==> config.mk <==
export PLATFORM = sky130hd
export DESIGN_NAME = pei_ctrl
export DESIGN_NICKNAME = d
export VERILOG_FILES = /design/src/hdl/particle_euler_integrator_assert.svh /design/src/hdl/pei_pkg.sv /design/src/hdl/pei_ctrl.sv
export SDC_FILE = /design/constraint.sdc
export NUM_CORES = 1
export LEC_CHECK = 0
export ABC_AREA = 1
export BUFFER_PORTS_ARGS = -buffer_cell sky130_fd_sc_hd__buf_2
export CAP_MARGIN = 10
export CORE_MARGIN = 2
export CORE_UTILIZATION = 50
export CTS_BUF_LIST = sky130_fd_sc_hd__clkbuf_4
export DETAILED_ROUTE_END_ITERATION = 7
export PLACE_DENSITY = 0.71
export SETUP_SLACK_MARGIN = 0.2
export SLEW_MARGIN = 30
export SYNTH_ARGS = -nofsm -noshare
export SYNTH_HDL_FRONTEND = slang
export SYNTH_SLANG_ARGS = --single-unit
==> constraint.sdc <==
create_clock -name clk -period 2.4 [get_ports clk]
set_input_delay 0.36 -clock clk [delete_from_list [all_inputs] [get_ports clk]]
set_output_delay 0.36 -clock clk [all_outputs]
set_load 0.1 [all_outputs]
==> src/hdl/particle_euler_integrator_assert.svh <==
// assertion macros for the particle integrator
// used by the top level; clk and rst_n must be in scope where a macro is used
`ifndef PARTICLE_EULER_INTEGRATOR_ASSERT_SVH
`define PARTICLE_EULER_INTEGRATOR_ASSERT_SVH
`ifndef SYNTHESIS
`define PEI_ASSERT_SAME(label, pre, post) \
  label: assert property (@(posedge clk) disable iff (!rst_n) (pre) |-> (post)) \
    else $error("pei check failed (same cycle)");
`define PEI_ASSERT_NEXT(label, pre, post) \
  label: assert property (@(posedge clk) disable iff (!rst_n) (pre) |=> (post)) \
    else $error("pei check failed (next cycle)");
`else
`define PEI_ASSERT_SAME(label, pre, post)
`define PEI_ASSERT_NEXT(label, pre, post)
`endif
`endif

==> src/hdl/pei_pkg.sv <==
// shared types, constants and arithmetic helpers for the particle integrator
// no dependencies
`timescale 1ns / 1ps

package pei_pkg;

  localparam int NUM_AXES    = 3;
  localparam int AXIS_W      = 2;
  localparam int Q_W         = 32;
  localparam int DT_W        = 16;
  localparam int IMASS_W     = 31;
  localparam int DAMP_W      = 17;
  localparam int CFG_DATA_W  = 31;
  localparam int MUL_W       = 33;
  localparam int PROD_W      = 66;
  localparam int ROOT_W      = 64;
  localparam int Y_W         = 31;
  localparam int ROOT_CNT_W  = 4;
  localparam int ROOT_CYCLES = 16;

  localparam logic signed [PROD_W-1:0] Q_MAX_W = 66'sd2147483647;
  localparam logic signed [PROD_W-1:0] Q_MIN_W = -66'sd2147483648;

  typedef enum logic [2:0] {
    CMD_ADD_FORCE = 3'd0,
    CMD_SET_ACC   = 3'd1,
    CMD_SET_POS   = 3'd2,
    CMD_SET_VEL   = 3'd3,
    CMD_INTEGRATE = 3'd4
  } cmd_t;

  typedef enum logic {
    CFG_INV_MASS = 1'b0,
    CFG_DAMPING  = 1'b1
  } cfg_idx_t;

  typedef enum logic [4:0] {
    OP_NONE, OP_LOAD, OP_PLAIN, OP_POW_INIT, OP_LOG_MUL, OP_LOG_UPD, OP_E_MUL,
    OP_EXP_INIT, OP_ROOT_INIT, OP_ROOT_STEP, OP_ROOT_DONE, OP_P_DONE,
    OP_MUL_POS, OP_WB_POS, OP_MUL_ACC, OP_WB_ACC, OP_MUL_VEL, OP_WB_VEL,
    OP_MUL_DAMP, OP_WB_DAMP, OP_FINISH, OP_PUBLISH
  } dp_op_t;

  typedef enum logic [4:0] {
    S_IDLE, S_DISPATCH, S_LOG_MUL, S_LOG_UPD, S_E_MUL, S_EXP_INIT,
    S_ROOT_INIT, S_ROOT_STEP, S_ROOT_DONE, S_P_DONE,
    S_MUL_POS, S_WB_POS, S_MUL_ACC, S_WB_ACC, S_MUL_VEL, S_WB_VEL,
    S_MUL_DAMP, S_WB_DAMP, S_FINISH, S_PUBLISH
  } state_t;

  typedef struct packed {
    dp_op_t              op;
    logic [AXIS_W-1:0]   axis;
  } dp_cmd_t;

  typedef struct packed {
    logic integrate;
    logic skip;
    logic pow_trivial;
  } dp_status_t;

  typedef struct packed {
    logic [ROOT_W-1:0] rem;
    logic [ROOT_W-1:0] res;
    logic [ROOT_W-1:0] one;
  } root_t;

  // clip to 32 bits, msb of the result flags a clip
  function automatic logic [Q_W:0] sat_q(input logic signed [PROD_W-1:0] v);
    logic [Q_W:0] res;
    if (v > Q_MAX_W) begin
      res = {1'b1, 1'b0, {(Q_W-1){1'b1}}};
    end else if (v < Q_MIN_W) begin
      res = {1'b1, 1'b1, {(Q_W-1){1'b0}}};
    end else begin
      res = {1'b0, v[Q_W-1:0]};
    end
    return res;
  endfunction

  // one restoring square root digit
  function automatic root_t root_step(input root_t a);
    root_t             b;
    logic [ROOT_W-1:0] trial;
    b     = a;
    trial = a.res + a.one;
    if (a.rem >= trial) begin
      b.rem = a.rem - trial;
      b.res = (a.res >> 1) + a.one;
    end else begin
      b.res = a.res >> 1;
    end
    b.one = a.one >> 2;
    return b;
  endfunction

endpackage

==> src/hdl/pei_ctrl.sv <==
// controller: sequences one item through the datapath and owns the handshakes
// depends on pei_pkg; drives pei_dp
`timescale 1ns / 1ps

module pei_ctrl import pei_pkg::*; #(
  parameter int POW_ITERATIONS = 16
) (
  input  logic       clk,
  input  logic       rst_n,
  input  logic       in_valid,
  output logic       in_stall,
  output logic       out_valid,
  input  logic       out_stall,
  input  dp_status_t status,
  output dp_cmd_t    cmd
);

  localparam int CNT_W = $clog2(POW_ITERATIONS);
  localparam logic [CNT_W-1:0] CNT_LAST = CNT_W'(POW_ITERATIONS - 1);

  state_t                  state_r, state_nxt;
  logic [CNT_W-1:0]        cnt_r, cnt_nxt;
  logic [ROOT_CNT_W-1:0]   scnt_r, scnt_nxt;
  logic [AXIS_W-1:0]       axis_r, axis_nxt;
  logic                    out_valid_r, out_valid_nxt;

  always_ff @(posedge clk) begin
    if (!rst_n) begin
      state_r     <= S_IDLE;
      cnt_r       <= '0;
      scnt_r      <= '0;
      axis_r      <= '0;
      out_valid_r <= 1'b0;
    end else begin
      state_r     <= state_nxt;
      cnt_r       <= cnt_nxt;
      scnt_r      <= scnt_nxt;
      axis_r      <= axis_nxt;
      out_valid_r <= out_valid_nxt;
    end
  end

  always_comb begin
    state_nxt     = state_r;
    cnt_nxt       = cnt_r;
    scnt_nxt      = scnt_r;
    axis_nxt      = axis_r;
    out_valid_nxt = out_valid_r && out_stall;
    cmd.op        = OP_NONE;
    cmd.axis      = axis_r;
    unique case (state_r)
      S_IDLE: begin
        if (in_valid) begin
          cmd.op    = OP_LOAD;
          state_nxt = S_DISPATCH;
        end
      end
      S_DISPATCH: begin
        if (!status.integrate) begin
          cmd.op    = OP_PLAIN;
          state_nxt = S_PUBLISH;
        end else if (status.skip) begin
          state_nxt = S_PUBLISH;
        end else begin
          cmd.op   = OP_POW_INIT;
          cnt_nxt  = '0;
          axis_nxt = '0;
          state_nxt = status.pow_trivial ? S_MUL_POS : S_LOG_MUL;
        end
      end
      S_LOG_MUL: begin
        cmd.op    = OP_LOG_MUL;
        state_nxt = S_LOG_UPD;
      end
      S_LOG_UPD: begin
        cmd.op = OP_LOG_UPD;
        if (cnt_r == CNT_LAST) begin
          cnt_nxt   = '0;
          state_nxt = S_E_MUL;
        end else begin
          cnt_nxt   = cnt_r + 1'b1;
          state_nxt = S_LOG_MUL;
        end
      end
      S_E_MUL: begin
        cmd.op    = OP_E_MUL;
        state_nxt = S_EXP_INIT;
      end
      S_EXP_INIT: begin
        cmd.op    = OP_EXP_INIT;
        state_nxt = S_ROOT_INIT;
      end
      S_ROOT_INIT: begin
        cmd.op    = OP_ROOT_INIT;
        scnt_nxt  = '0;
        state_nxt = S_ROOT_STEP;
      end
      S_ROOT_STEP: begin
        cmd.op   = OP_ROOT_STEP;
        scnt_nxt = scnt_r + 1'b1;
        if (scnt_r == ROOT_CNT_W'(ROOT_CYCLES - 1)) state_nxt = S_ROOT_DONE;
      end
      S_ROOT_DONE: begin
        cmd.op = OP_ROOT_DONE;
        if (cnt_r == CNT_LAST) begin
          cnt_nxt   = '0;
          state_nxt = S_P_DONE;
        end else begin
          cnt_nxt   = cnt_r + 1'b1;
          state_nxt = S_ROOT_INIT;
        end
      end
      S_P_DONE: begin
        cmd.op    = OP_P_DONE;
        axis_nxt  = '0;
        state_nxt = S_MUL_POS;
      end
      S_MUL_POS: begin
        cmd.op    = OP_MUL_POS;
        state_nxt = S_WB_POS;
      end
      S_WB_POS: begin
        cmd.op    = OP_WB_POS;
        state_nxt = S_MUL_ACC;
      end
      S_MUL_ACC: begin
        cmd.op    = OP_MUL_ACC;
        state_nxt = S_WB_ACC;
      end
      S_WB_ACC: begin
        cmd.op    = OP_WB_ACC;
        state_nxt = S_MUL_VEL;
      end
      S_MUL_VEL: begin
        cmd.op    = OP_MUL_VEL;
        state_nxt = S_WB_VEL;
      end
      S_WB_VEL: begin
        cmd.op    = OP_WB_VEL;
        state_nxt = S_MUL_DAMP;
      end
      S_MUL_DAMP: begin
        cmd.op    = OP_MUL_DAMP;
        state_nxt = S_WB_DAMP;
      end
      S_WB_DAMP: begin
        cmd.op = OP_WB_DAMP;
        if (axis_r == AXIS_W'(NUM_AXES - 1)) begin
          axis_nxt  = '0;
          state_nxt = S_FINISH;
        end else begin
          axis_nxt  = axis_r + 1'b1;
          state_nxt = S_MUL_POS;
        end
      end
      S_FINISH: begin
        cmd.op    = OP_FINISH;
        state_nxt = S_PUBLISH;
      end
      S_PUBLISH: begin
        // wait until the output register is free or being taken
        if (!out_valid_r || !out_stall) begin
          cmd.op        = OP_PUBLISH;
          out_valid_nxt = 1'b1;
          state_nxt     = S_IDLE;
        end
      end
      default: state_nxt = S_IDLE;
    endcase
  end

  assign in_stall  = (state_r != S_IDLE);
  assign out_valid = out_valid_r;

endmodule

---- Word level (Yosys, flattened, before mapping) ----
Index checks and enable logic that the tools add are counted.
storage, ports and cells
  register bits after elaboration ......... 16
  output and inout port bits .............. 9
  word-level logic and storage cells ...... 74
operators by class
  add/subtract/negate cells ............... 3
  equality and inequality tests ........... 27
  muxes and demuxes ....................... 26
  reductions and logical operators ........ 13
operators with widths
  kind                                                  number
  one-hot mux 5 bit (20 select lines)                   2
  equality test 5 x 4 -> 1 bit (second input constant)  8
  two-way mux 5 bit                                     7
  equality test 5 x 3 -> 1 bit (second input constant)  4
  equality test 5 bit (second input constant)           4
  two-way mux 4 bit                                     5
  one-hot mux 4 bit (2 select lines)                    2
  equality test 5 x 2 -> 1 bit (second input constant)  2
  two-way mux 2 bit                                     5
  != test 2 bit (second input constant)                 5
  AND reduction 3 bit                                   3
  adder 4 x 1 -> 4 bit (second input constant)          2
  equality test 4 bit (second input constant)           2
  one-hot mux 2 bit (3 select lines)                    1
  equality test 5 x 1 -> 1 bit (second input constant)  1
  zero test 5 bit                                       1
  nonzero test 5 bit                                    1
  nonzero test 2 bit                                    2
  two-way mux 1 bit                                     3
  two-way mux 3 bit                                     1
  nonzero test 3 bit                                    1
  adder 2 x 1 -> 2 bit (second input constant)          1
  equality test 2 bit (second input constant)           1
  zero test 1 bit                                       2
  other kinds (3)                                       3

---- Depth between registers and ports, before layout ----
  word-level depth ........................ 4
  depth in mapped cells ................... 10

---- Worst setup path before layout ----
Ideal clock, no wire load.
  path type ............................... reg2out
  start ................................... reg out_valid_r, in the netlist out_valid
  end ..................................... out cmd[4] (netlist name)
  data arrival time ....................... 2.250 ns
  data required time ...................... 2.040 ns
  setup slack ............................. -0.210 ns
  stages on the path, launching flop included .. 6
  cells stage by stage .................... dfxtp_1 -> nand2_1 -> inv_1 -> nor2_1 -> nor2_1 -> nand4_1
RTL lines
  item                    RTL line        RTL
  start, declared         pei_ctrl.sv:25  logic out_valid_r, out_valid_nxt;
  start signal, assigned  pei_ctrl.sv:39  out_valid_r <= out_valid_nxt;
  end, declared           pei_ctrl.sv:15  output dp_cmd_t cmd

==> results.ini <==
[placement]
io_buffers=15
gp_congestion=0.951
hpwl_um=2220
place_ws_ps=411

[route]
wl_met2_um=1420
wl_per_cell_um=11.8
drc=0
wl_met3_um=184
viasPerCell=5.26
drtIter0Drc=72
drt-total-wl_um=2910
top_layer=met4
vias=1295
postRouteAntennaNets=0
drtPass1Iterations=5
wl_met1_um=1270

[pwr]
peakVddDrop_uv=893
p_int_uw=669
p_leak_nw=0.704
sw_frac_of_total_pct=61.1
p_total_mw=1.72
p_comb_share_pct=71.4
power_switching_mw=1.05
power_density_mw_per_mm2=1250
p_seq_share_pct=20.1
pwr-share-clk_pct=8.4

[critical_path]
crit_family=simple AND/OR/NAND/NOR gates
r2r-start=state_r[1]$_SDFFE_PN0P_
arrival_ps=1760
worstPathCellList=clkinvlp_4 > nand2_2 > nor2_1 > nor2_1 > nor3b_2 > nand4_1 > buf_6
start_kind=register
crit_slowest_cell=dfxtp_2
setup.worst_path.start=state_r[4]$_SDFFE_PN0P_
worstPathMaxFanout=7
crit_top_cell=nor2_1
critical_path.max_stage_delay_ps=390
critPathBufInv=2
worst_ep_required_time_ps=2040
path_class=register to output pin
end_kind=output pin

[yosys]
synth.cell_area_mm2=0.00116
yosysUniqueCellTypes=25
synth_seq_cells=16
seq_area_frac_synth_pct=27.6
syn_inst=195
synth_top_area_share_pct=27.6
avgSynthCellArea_um2=5.95
synthTopCellsByArea=dfxtp_1 (28%), nand2_1 (15%), nor2_1 (11%)
yosysWarnings=0
syn_nets=204
yosysTopAreaCell=dfxtp_1

[min_path]
min_from=out_stall
worst_hold_path_type=primary input to register

[cts]
tritoncts=built
numCtsBuffers=3
clk_path_buf_depth=2
cts-htree-levels=1
cts_num_sinks=16
clkTransAtPathRegs_ps=90
cts_root_buffer=clkbuf_4
clk_latency_ps=280

[floorplanning]
initial_utilization_pct=52.5
fp.dieW_um=52.2
io_pins=16
coreArea_mm2=0.00221
fp.dieH_um=52.2
rows=17
die_area_mm2=0.00272

[sta]
totalNegativeSetupSlack_ps=0
setup_slack_ps=285
finalHoldViolCount=0
finalCritPeriodShare_pct=88.1
worst_slew_pin_slew_ps=486
relSlewSlack_pct=67.8
fmax_mhz=473
slew_viol_final=0
rsz0062_at_grt=false
setup_viol=0
fin_crit_ps=2120
whs_ps=325
finalClockSkew_ps=3.38

[layout]
area_delta_synth_final_pct=18.0
fillers=215
drive_gt1_share_pct=19.7
fin_nets=228
n_antenna_cell=0

[global_routing]
grt_pass1_wl_um=4420
grt_antenna_before_repair=0
track_usage_pct=21.7
grt_max_degree=13
grt_overflow=0
grt_pass1_vias=1053

[run]
maxCapViolCount=0

[outcome]
status=finished clean

[cell type report]
class                      count  area (um2)  area share (%)
clock buffer                   3        22.5            1.64
clock inverter                 1        3.75           0.274
inverter                      29         113            8.22
multi-input combinational    148         722            52.7
sequential                    16         329            24.0
tap                           28        35.0            2.56
timing repair buffer          21         145            10.6
[layout by cell type (no fill, tap or decap), drive strengths merged, types with 2 or more instances in the layout]
cell	count
nand4	5
nor2	39
ha	2
nand3	22
dfxtp	16
clkbuf	3
inv	28
nand2	51
o21ai	6
xor2	2
buf	21
a21oi	14
[worst register-to-register path, stage by stage, from the launching register on]
cell     delay, ps
dfxtp_1        350
nor2_1         210
nand2_1        150
nor2_1         250
nor2_1          80
and2_1         160
nand3_1         80
nand2_1         50
nor2_1          90
[power groups by stage]
| stage | clock network [mW] | registers [mW] | logic (mW) |
|---|---|---|---|
| finish | 0.145 | 0.346 | 1.23 |
| global route | 0.161 | 0.350 | 1.30 |
| global placement | 0 | 0.344 | 1.11 |
| floorplan | 0 | 0.356 | 0.922 |
| detailed placement | 0 | 0.346 | 1.12 |
| CTS | 0.149 | 0.339 | 1.14 |
[path summary, 6_finish.rpt]
check,cells after the start,slack (ps),end
setup / recovery,7,280,cmd[4]
setup reg to reg,8,920,state_r[3]$_SDFFE_PN0P_
hold reg to reg,2,490,cnt_r[1]$_SDFFE_PN0P_
hold / removal,3,320,out_valid$_SDFF_PN0_
[stage by stage]
step           instances  util (%)  instance area, um2
2_1_floorplan        195         -                1170
3_3_place_gp         237      57.6                1270
3_5_place_dp         237      57.6                1270
4_1_cts              241      59.2                1310
5_1_grt              246      61.9                1370
6_report             246      61.9                1370
[Yosys cell counts, drive strengths merged]
| cell | number |
|---|---|
| nand2 | 51 |
| nor2 | 39 |
| inv | 29 |
| nand3 | 22 |
| dfxtp | 16 |
| a21oi | 14 |
| o21ai | 6 |
| nand4 | 5 |
| clkbuf | 2 |
| ha | 2 |
| xor2 | 2 |
| a31oi | 1 |
| and2 | 1 |
| nor3 | 1 |
| nor3b | 1 |
| nor4b | 1 |
| or2 | 1 |
| xnor2 | 1 |
[sequential cells by signal, indices dropped and copies added, names as in the netlist]
name       count
cnt_r          4
out_valid      1
scnt_r         4
axis_r         2
state_r        5
[layer usage]
metal | vias up | GRT usage [%]
met1 | 565 | 28.2
met5 | - | 0
li1 | 661 | -
met3 | 6 | 3.43
met4 | 0 | 6.84
met2 | 63 | 36.9
[repair_timing]
action | in CTS | in global routing
resized for setup | 4 | 10
gates cloned | 0 | 0
buffers inserted | 0 | 5
pin swaps | 0 | 1
hold buffers | 0 | 0
endpoints found under the setup margin | 4 | 5
[kinds of logic (layout without fill, tap and decap cells)]
logic type               Yosys count  count (layout)  synth area share (%)
adder cells (fa/ha/maj)            2               2                  2.15
AND/OR/NAND/NOR                  122             122                  47.6
AO/OA/AOI/OAI                     21              21                  9.48
flip-flops                        16              16                  27.6
XOR/XNOR                           3               3                  2.26
buffers and inverters             31              54                  10.9
Power figures use the tool's default switching activity.
